## src/sv/mhpq_pkg.sv

```systemverilog
// Shared types, constants and microprogram for the max-heap priority queue.
// Used by the sequencer, the top level and the bench; depends on nothing.
package mhpq_pkg;

  localparam int CAPACITY = 1024;
  localparam int ADDR_W   = $clog2(CAPACITY);
  localparam int CNT_W    = $clog2(CAPACITY + 1);
  localparam int VALUE_W  = 32;
  localparam int COUNT_W  = 11;
  localparam int STATUS_W = 2;
  // child index width: right child of the last slot may reach 2*CAPACITY
  localparam int IDX_W    = ADDR_W + 2;

  typedef enum logic [0:0] {
    FUNC_INSERT = 1'b0,
    FUNC_DELETE = 1'b1
  } func_e;

  typedef enum logic [STATUS_W-1:0] {
    ST_OK    = 2'd0,
    ST_EMPTY = 2'd1,
    ST_FULL  = 2'd2
  } status_e;

  typedef struct packed {
    logic                      func;
    logic signed [VALUE_W-1:0] value;
  } in_t;

  typedef struct packed {
    logic signed [VALUE_W-1:0] removed_value;
    logic [STATUS_W-1:0]       status;
    logic [COUNT_W-1:0]        count_after;
  } out_t;

  // microprogram step addresses
  typedef enum logic [3:0] {
    U_IDLE   = 4'd0,
    U_DISP   = 4'd1,
    U_INS    = 4'd2,
    U_UP_CHK = 4'd3,
    U_UP_CMP = 4'd4,
    U_PUT    = 4'd5,
    U_FULL   = 4'd6,
    U_DEL    = 4'd7,
    U_DEL_A  = 4'd8,
    U_DN_CHK = 4'd9,
    U_DN_CMP = 4'd10,
    U_EMPTY  = 4'd11,
    U_FIN    = 4'd12
  } upc_e;

  typedef enum logic [3:0] {
    C_TRUE    = 4'd0,
    C_ACCEPT  = 4'd1,
    C_FUNC    = 4'd2,
    C_FULL    = 4'd3,
    C_EMPTY   = 4'd4,
    C_ROOT    = 4'd5,
    C_UPSTOP  = 4'd6,
    C_NOLEFT  = 4'd7,
    C_DNSTOP  = 4'd8,
    C_OUTBUSY = 4'd9
  } cond_e;

  typedef enum logic [3:0] {
    OP_NONE      = 4'd0,
    OP_CLR_RES   = 4'd1,
    OP_INS_INIT  = 4'd2,
    OP_RD_PARENT = 4'd3,
    OP_UP_MOVE   = 4'd4,
    OP_PUT       = 4'd5,
    OP_SET_FULL  = 4'd6,
    OP_RD_ROOT   = 4'd7,
    OP_DEL_INIT  = 4'd8,
    OP_RD_KIDS   = 4'd9,
    OP_DN_MOVE   = 4'd10,
    OP_SET_EMPTY = 4'd11,
    OP_LOAD_OUT  = 4'd12
  } dp_op_e;

  // one control word: next step is tgt_t when the condition holds, else tgt_f;
  // with gate_f set the datapath op only runs when the condition is false
  typedef struct packed {
    cond_e  cond;
    upc_e   tgt_t;
    upc_e   tgt_f;
    dp_op_e op;
    logic   gate_f;
    logic   take_in;
  } uword_t;

  // datapath flags seen by the sequencer
  typedef struct packed {
    logic accept;
    logic func;
    logic full;
    logic empty;
    logic root;
    logic upstop;
    logic noleft;
    logic dnstop;
    logic outbusy;
  } cond_t;

  // what the sequencer hands to the datapath
  typedef struct packed {
    dp_op_e op;
    logic   take_in;
  } ctrl_t;

  function automatic uword_t ucode_rom(upc_e addr);
    uword_t w;
    unique case (addr)
      U_IDLE:   w = '{C_ACCEPT,  U_DISP,  U_IDLE,   OP_NONE,      1'b0, 1'b1};
      U_DISP:   w = '{C_FUNC,    U_DEL,   U_INS,    OP_CLR_RES,   1'b0, 1'b0};
      U_INS:    w = '{C_FULL,    U_FULL,  U_UP_CHK, OP_INS_INIT,  1'b1, 1'b0};
      U_UP_CHK: w = '{C_ROOT,    U_PUT,   U_UP_CMP, OP_RD_PARENT, 1'b0, 1'b0};
      U_UP_CMP: w = '{C_UPSTOP,  U_PUT,   U_UP_CHK, OP_UP_MOVE,   1'b1, 1'b0};
      U_PUT:    w = '{C_TRUE,    U_FIN,   U_FIN,    OP_PUT,       1'b0, 1'b0};
      U_FULL:   w = '{C_TRUE,    U_FIN,   U_FIN,    OP_SET_FULL,  1'b0, 1'b0};
      U_DEL:    w = '{C_EMPTY,   U_EMPTY, U_DEL_A,  OP_RD_ROOT,   1'b0, 1'b0};
      U_DEL_A:  w = '{C_TRUE,    U_DN_CHK, U_DN_CHK, OP_DEL_INIT, 1'b0, 1'b0};
      U_DN_CHK: w = '{C_NOLEFT,  U_PUT,   U_DN_CMP, OP_RD_KIDS,   1'b0, 1'b0};
      U_DN_CMP: w = '{C_DNSTOP,  U_PUT,   U_DN_CHK, OP_DN_MOVE,   1'b1, 1'b0};
      U_EMPTY:  w = '{C_TRUE,    U_FIN,   U_FIN,    OP_SET_EMPTY, 1'b0, 1'b0};
      U_FIN:    w = '{C_OUTBUSY, U_FIN,   U_IDLE,   OP_LOAD_OUT,  1'b1, 1'b0};
      default:  w = '{C_TRUE,    U_IDLE,  U_IDLE,   OP_NONE,      1'b0, 1'b0};
    endcase
    return w;
  endfunction

endpackage

```

## src/sv/mhpq_seq.sv

```systemverilog
// Microcode sequencer: step counter, control ROM and conditional jumps.
// Depends on mhpq_pkg for the control word, flags and program.
module mhpq_seq import mhpq_pkg::*; (
  input  logic  clk_i,
  input  logic  rst_ni,
  input  cond_t cond_i,
  output ctrl_t ctrl_o
);

  upc_e   pc_q, pc_d;
  uword_t uword;
  logic   cond_val;

  assign uword = ucode_rom(pc_q);

  always_comb begin
    unique case (uword.cond)
      C_TRUE:    cond_val = 1'b1;
      C_ACCEPT:  cond_val = cond_i.accept;
      C_FUNC:    cond_val = cond_i.func;
      C_FULL:    cond_val = cond_i.full;
      C_EMPTY:   cond_val = cond_i.empty;
      C_ROOT:    cond_val = cond_i.root;
      C_UPSTOP:  cond_val = cond_i.upstop;
      C_NOLEFT:  cond_val = cond_i.noleft;
      C_DNSTOP:  cond_val = cond_i.dnstop;
      C_OUTBUSY: cond_val = cond_i.outbusy;
      default:   cond_val = 1'b0;
    endcase
  end

  always_comb begin
    pc_d           = cond_val ? uword.tgt_t : uword.tgt_f;
    ctrl_o.op      = (uword.gate_f && cond_val) ? OP_NONE : uword.op;
    ctrl_o.take_in = uword.take_in;
  end

  always_ff @(posedge clk_i or negedge rst_ni) begin
    if (!rst_ni) begin
      pc_q <= U_IDLE;
    end else begin
      pc_q <= pc_d;
    end
  end

endmodule

```

## config.mk

```make
export PLATFORM = sky130hd
export DESIGN_NAME = mhpq_seq
export DESIGN_NICKNAME = d
export VERILOG_FILES = /design/src/sv/mhpq_pkg.sv /design/src/sv/mhpq_seq.sv
export SDC_FILE = /design/constraint.sdc
export NUM_CORES = 1
export LEC_CHECK = 0
export BUFFER_PORTS_ARGS = -buffer_cell sky130_fd_sc_hd__buf_4
export CORE_AREA = 2 2 39 41
export CTS_CLUSTER_SIZE = 25
export DETAILED_ROUTE_END_ITERATION = 10
export DIE_AREA = 0 0 41 43
export GPL_ROUTABILITY_DRIVEN = 0
export PLACE_DENSITY = 0.82
export SYNTH_ARGS = -nofsm -noshare
export SYNTH_HDL_FRONTEND = slang
export SYNTH_SLANG_ARGS = --single-unit
```

## constraint.sdc

```tcl
create_clock -name clk_i -period 8.4 [get_ports clk_i]
set_clock_uncertainty 0.2 [all_clocks]
set_input_delay 2.1 -clock clk_i [delete_from_list [all_inputs] [get_ports clk_i]]
set_output_delay 2.1 -clock clk_i [all_outputs]
set_load 0.05 [all_outputs]
```

* Word-level counts from Yosys, hierarchy flattened *
Memory sizes are Yosys's and may differ from the RTL's.
Cells that the tools add are included.

word-level totals
  bits in registers = 4
  bits in read-only memories = 288
  bits of input ports = 11
  output and inout port bits = 5
  logic and storage cells = 16
  memories = 1

cells by class
  eq/ne operators = 9
  mux-type cells = 3
  reduce and logical (&&, ||, !) cells = 2

memories
  memory           depth  bits a word  read ports  clocked after memory_dff  write ports  line             source
  (no name shown)  16     18           1           0                         0            mhpq_pkg.sv:114  unique case (addr)

operators by type and width
  cell                                                              count
  4-bit by 3-bit == test with 1-bit output (second input constant)  4
  1-bit case mux with 10 select lines                               1
  4-bit by 2-bit == test with 1-bit output (second input constant)  2
  4-bit == test (second input constant)                             2
  4-bit two-way mux                                                 2
  4-bit by 1-bit == test with 1-bit output (second input constant)  1
  4-bit zero test                                                   1
  1-bit logical AND                                                 1

* Longest topological paths before layout *
An unclocked memory read counts as a cell.

  depth after elaboration = 5
  gate-level depth with buffers = 10

* Worst setup path before layout *
Ideal clock, no wire load.

  path type = input to output
  from = input cond_i[2] (netlist bit)
  to = output ctrl_o[3] (netlist bit)
  arrival time = 3586 ps
  data required time = 6100 ps
  setup slack = 2514 ps
  stages on the path = 5
  buffers on the path = 1
  cells stage by stage = mux2_4 o2111ai_2 nand3_2 buf_6 a21oi_1

RTL lines
  element          line           source
  start, declared  mhpq_seq.sv:6  input cond_t cond_i,
  end, declared    mhpq_seq.sv:7  output ctrl_t ctrl_o

==> metrics.txt <==
Synth Flop Type=dfrtp_1; post-synth top area cell=dfrtp_1; DRT Pass-1 Iters=4; Max Cap Violations=0; Clk Latency, worst-skew pair=230 ps; data required time of the worst path=6100 ps; Tcrit/Tclk final=between 60% and 70%; largest buffer count on any clock path=2; Largest Register=pc_q; # hold bufs at CTS=0; ANT cells=0; warnings from Yosys=0; final setup TNS=0 ps; status=complete, no violations; Cell Rows=14; # setup viols final=0; met3 Use GR=under 10%; Final ANT Viol Nets=0; Startpoint Class=input pin; CP Class=in2out; worst setup path end=ctrl_o[2]; H-tree lvl count=1; Synth Area in Simple Gates=22.2%; GRT met2 Usage=26.6%; unrepaired setup endpoints after global routing=no; Global Route met1 Usage=roughly a quarter; die area=roughly 1800 µm²; biggest regs=pc_q x4; clock buffer count from CTS=3; first-iteration detailed-routing DRC count=14; Final #Nets=110; root buffer cell=clkbuf_4; core area=between 1000 and 1500 µm²; Mapped Nets=95; CTS tree=built; initial antenna violation count=0; reg2reg end=pc_q[2]; dpl hpwl=approximately 1000 µm; chip width=~41 µm; number of global-route vias before repair=between 500 and 600; Synth area leaders=dfrtp_1, ha_1, mux2i_1, o21ai_0, inv_1; reg2reg start=pc_q[0]; io pins=16; first-pass GRT wire length=2210 µm; Post-synth EDFFs=0; Avg Inst Size Synth=roughly 8.0 µm²; ys async rst share=100%; largest net degree at the start of global routing=22; final hold viol count=0; busiest grt layer=met2; postcts setup bufs=0; mux cell area share after synthesis=a little over a tenth; Slew headroom=61.4%; layout cells sized above 1=a little over a quarter; worst slew pin tran=579 ps; share of the synthesized area in the top cell type=around 16%; max reg flops=4; Worst Path Max Fanout=13; Die Y-Extent=43 µm; fmax=173 MHz; total grt overflow=0; Worst Path Arrival=~3500 ps; Pins Over Slew Limit=0; crit path capture type=output pin; Synth Register Bits=4; Layout area overhead=19.8%; register area share after synthesis=~16%; vias per inst=about 5.8; synthesized instance count=around 80; HP Class=reg2reg; Port Buf Inserts=15; Global Route Usage Sum=17.9%; residual DRC count=0; distinct cell type count after synthesis=37; Post-Synth XOR/XNOR Area=0%; clock transition at the registers of the reported paths=approximately 30 ps; Worst setup startpoint=cond_i[2]; Synth Area in Compound Gates=a little under a third; wire per inst=between 10 and 15 µm; vias=approximately 620; Adder-Cell Fraction of Synth Area=a little under an eighth; largest family of logic cells by synthesized area=compound AO/OA/AOI/OAI gates; Worst Reg-to-Reg Cells=9; WL final=approximately 1400 µm; clock sink count=4; cell area after synthesis=~630 µm²; FF-to-FF setup slack=about 5500 ps; Tmin final=approximately 5800 ps; initial core utilization=a little under half; post-cts sizing count=0
-- Yosys cell counts, types with 2 or more instances --
cell type / count
mux2i_1: 4
a21oi_1: 3
or3_1: 2
nand2_1: 5
o21ai_0: 6
dfrtp_1: 4
and2_1: 2
clkbuf_1: 2
a21boi_0: 2
and3_1: 2
ha_1: 6
o211ai_1: 3
nor2_1: 6
inv_1: 6
and4_1: 2
a211o_1: 2
-- routing by layer --
| metal | up-vias | share of wire [%] |
|---|---|---|
| li1 | 313 | - |
| met2 | 13 | 48 |
| met1 | 292 | 48 |
| met5 | - | 0 |
| met4 | 0 | 0 |
| met3 | 0 | 3.3 |
-- cells in the final DEF, fill, tap and decap left out, drive strengths merged --
| master | netlist | final |
|---|---|---|
| o2111ai | 1 | 1 |
| inv | 6 | 6 |
| mux2 | 2 | 2 |
| a21oi | 3 | 3 |
| a221oi | 1 | 1 |
| mux2i | 4 | 4 |
| or3 | 2 | 2 |
| dfrtp | 4 | 4 |
| or2 | 1 | 1 |
| clkbuf | 2 | 3 |
| a31o | 1 | 1 |
| nor2b | 1 | 1 |
| nand2 | 5 | 5 |
| o211ai | 3 | 3 |
| a21boi | 3 | 3 |
| and2 | 2 | 2 |
| a311oi | 1 | 1 |
| o21ai | 7 | 7 |
| a211o | 2 | 2 |
| a211oi | 1 | 1 |
| nor2 | 6 | 6 |
| ha | 6 | 6 |
| buf | 3 | 15 |
| or4 | 1 | 1 |
| and4 | 2 | 2 |
| o211a | 1 | 1 |
| and3 | 2 | 2 |
| nand3 | 2 | 2 |
| nand3b | 1 | 1 |
| o22ai | 1 | 1 |
| o21a | 1 | 1 |
-- kinds of logic (layout without fill, tap and decap cells) --
family,Yosys count,after routing
AO/OA/AOI/OAI,26,26
multiplexers,6,6
buffers and inverters,11,24
adder cells (fa/ha/maj),6,6
flip-flops,4,4
AND/OR/NAND/NOR,25,25
-- critical path, stage by stage --
cell and delay, ps:
buf_4 110, mux2_4 260, o2111ai_2 170, nand3_2 260
nand2_1 180, and4_1 190, buf_4 190
-- stage by stage --
| step | hold slack (ps) | utilization (%) | instances | worst slack (ps) | area [µm²] |
|---|---|---|---|---|---|
| floorplan | 440 | - | 78 | 2510 | 626 |
| global placement | 538 | 52.5 | 104 | 2660 | 727 |
| detailed placement | 545 | 52.5 | 104 | 2630 | 727 |
| CTS | 553 | 54.2 | 107 | 2620 | 749 |
| global route | 622 | 54.2 | 107 | 2520 | 749 |
| finish | 557 | 54.2 | 107 | 2630 | 749 |
-- final cells by class --
cell class | count | area [µm²]
inverter | 6 | 22.5
sequential | 4 | 100
multi-input combinational | 63 | 472
clock buffer | 3 | 22.5
fill | 133 | 634
timing repair buffer | 15 | 113
tap | 16 | 20.0
-- worst min-delay path by stage --
stage | cells after the start | to | start
CTS | 3 | pc_q[0] | pc_q[1]
finish | 3 | pc_q[0] | pc_q[1]
floorplan | 3 | pc_q[0] | pc_q[1]
global route | 3 | pc_q[0] | pc_q[1]
detailed placement | 3 | pc_q[0] | pc_q[1]
global placement | 3 | pc_q[0] | pc_q[1]
Power is left out: the tool's default activity adds up to more than one toggle a clock period on the data nets, which glitch-free logic cannot reach.
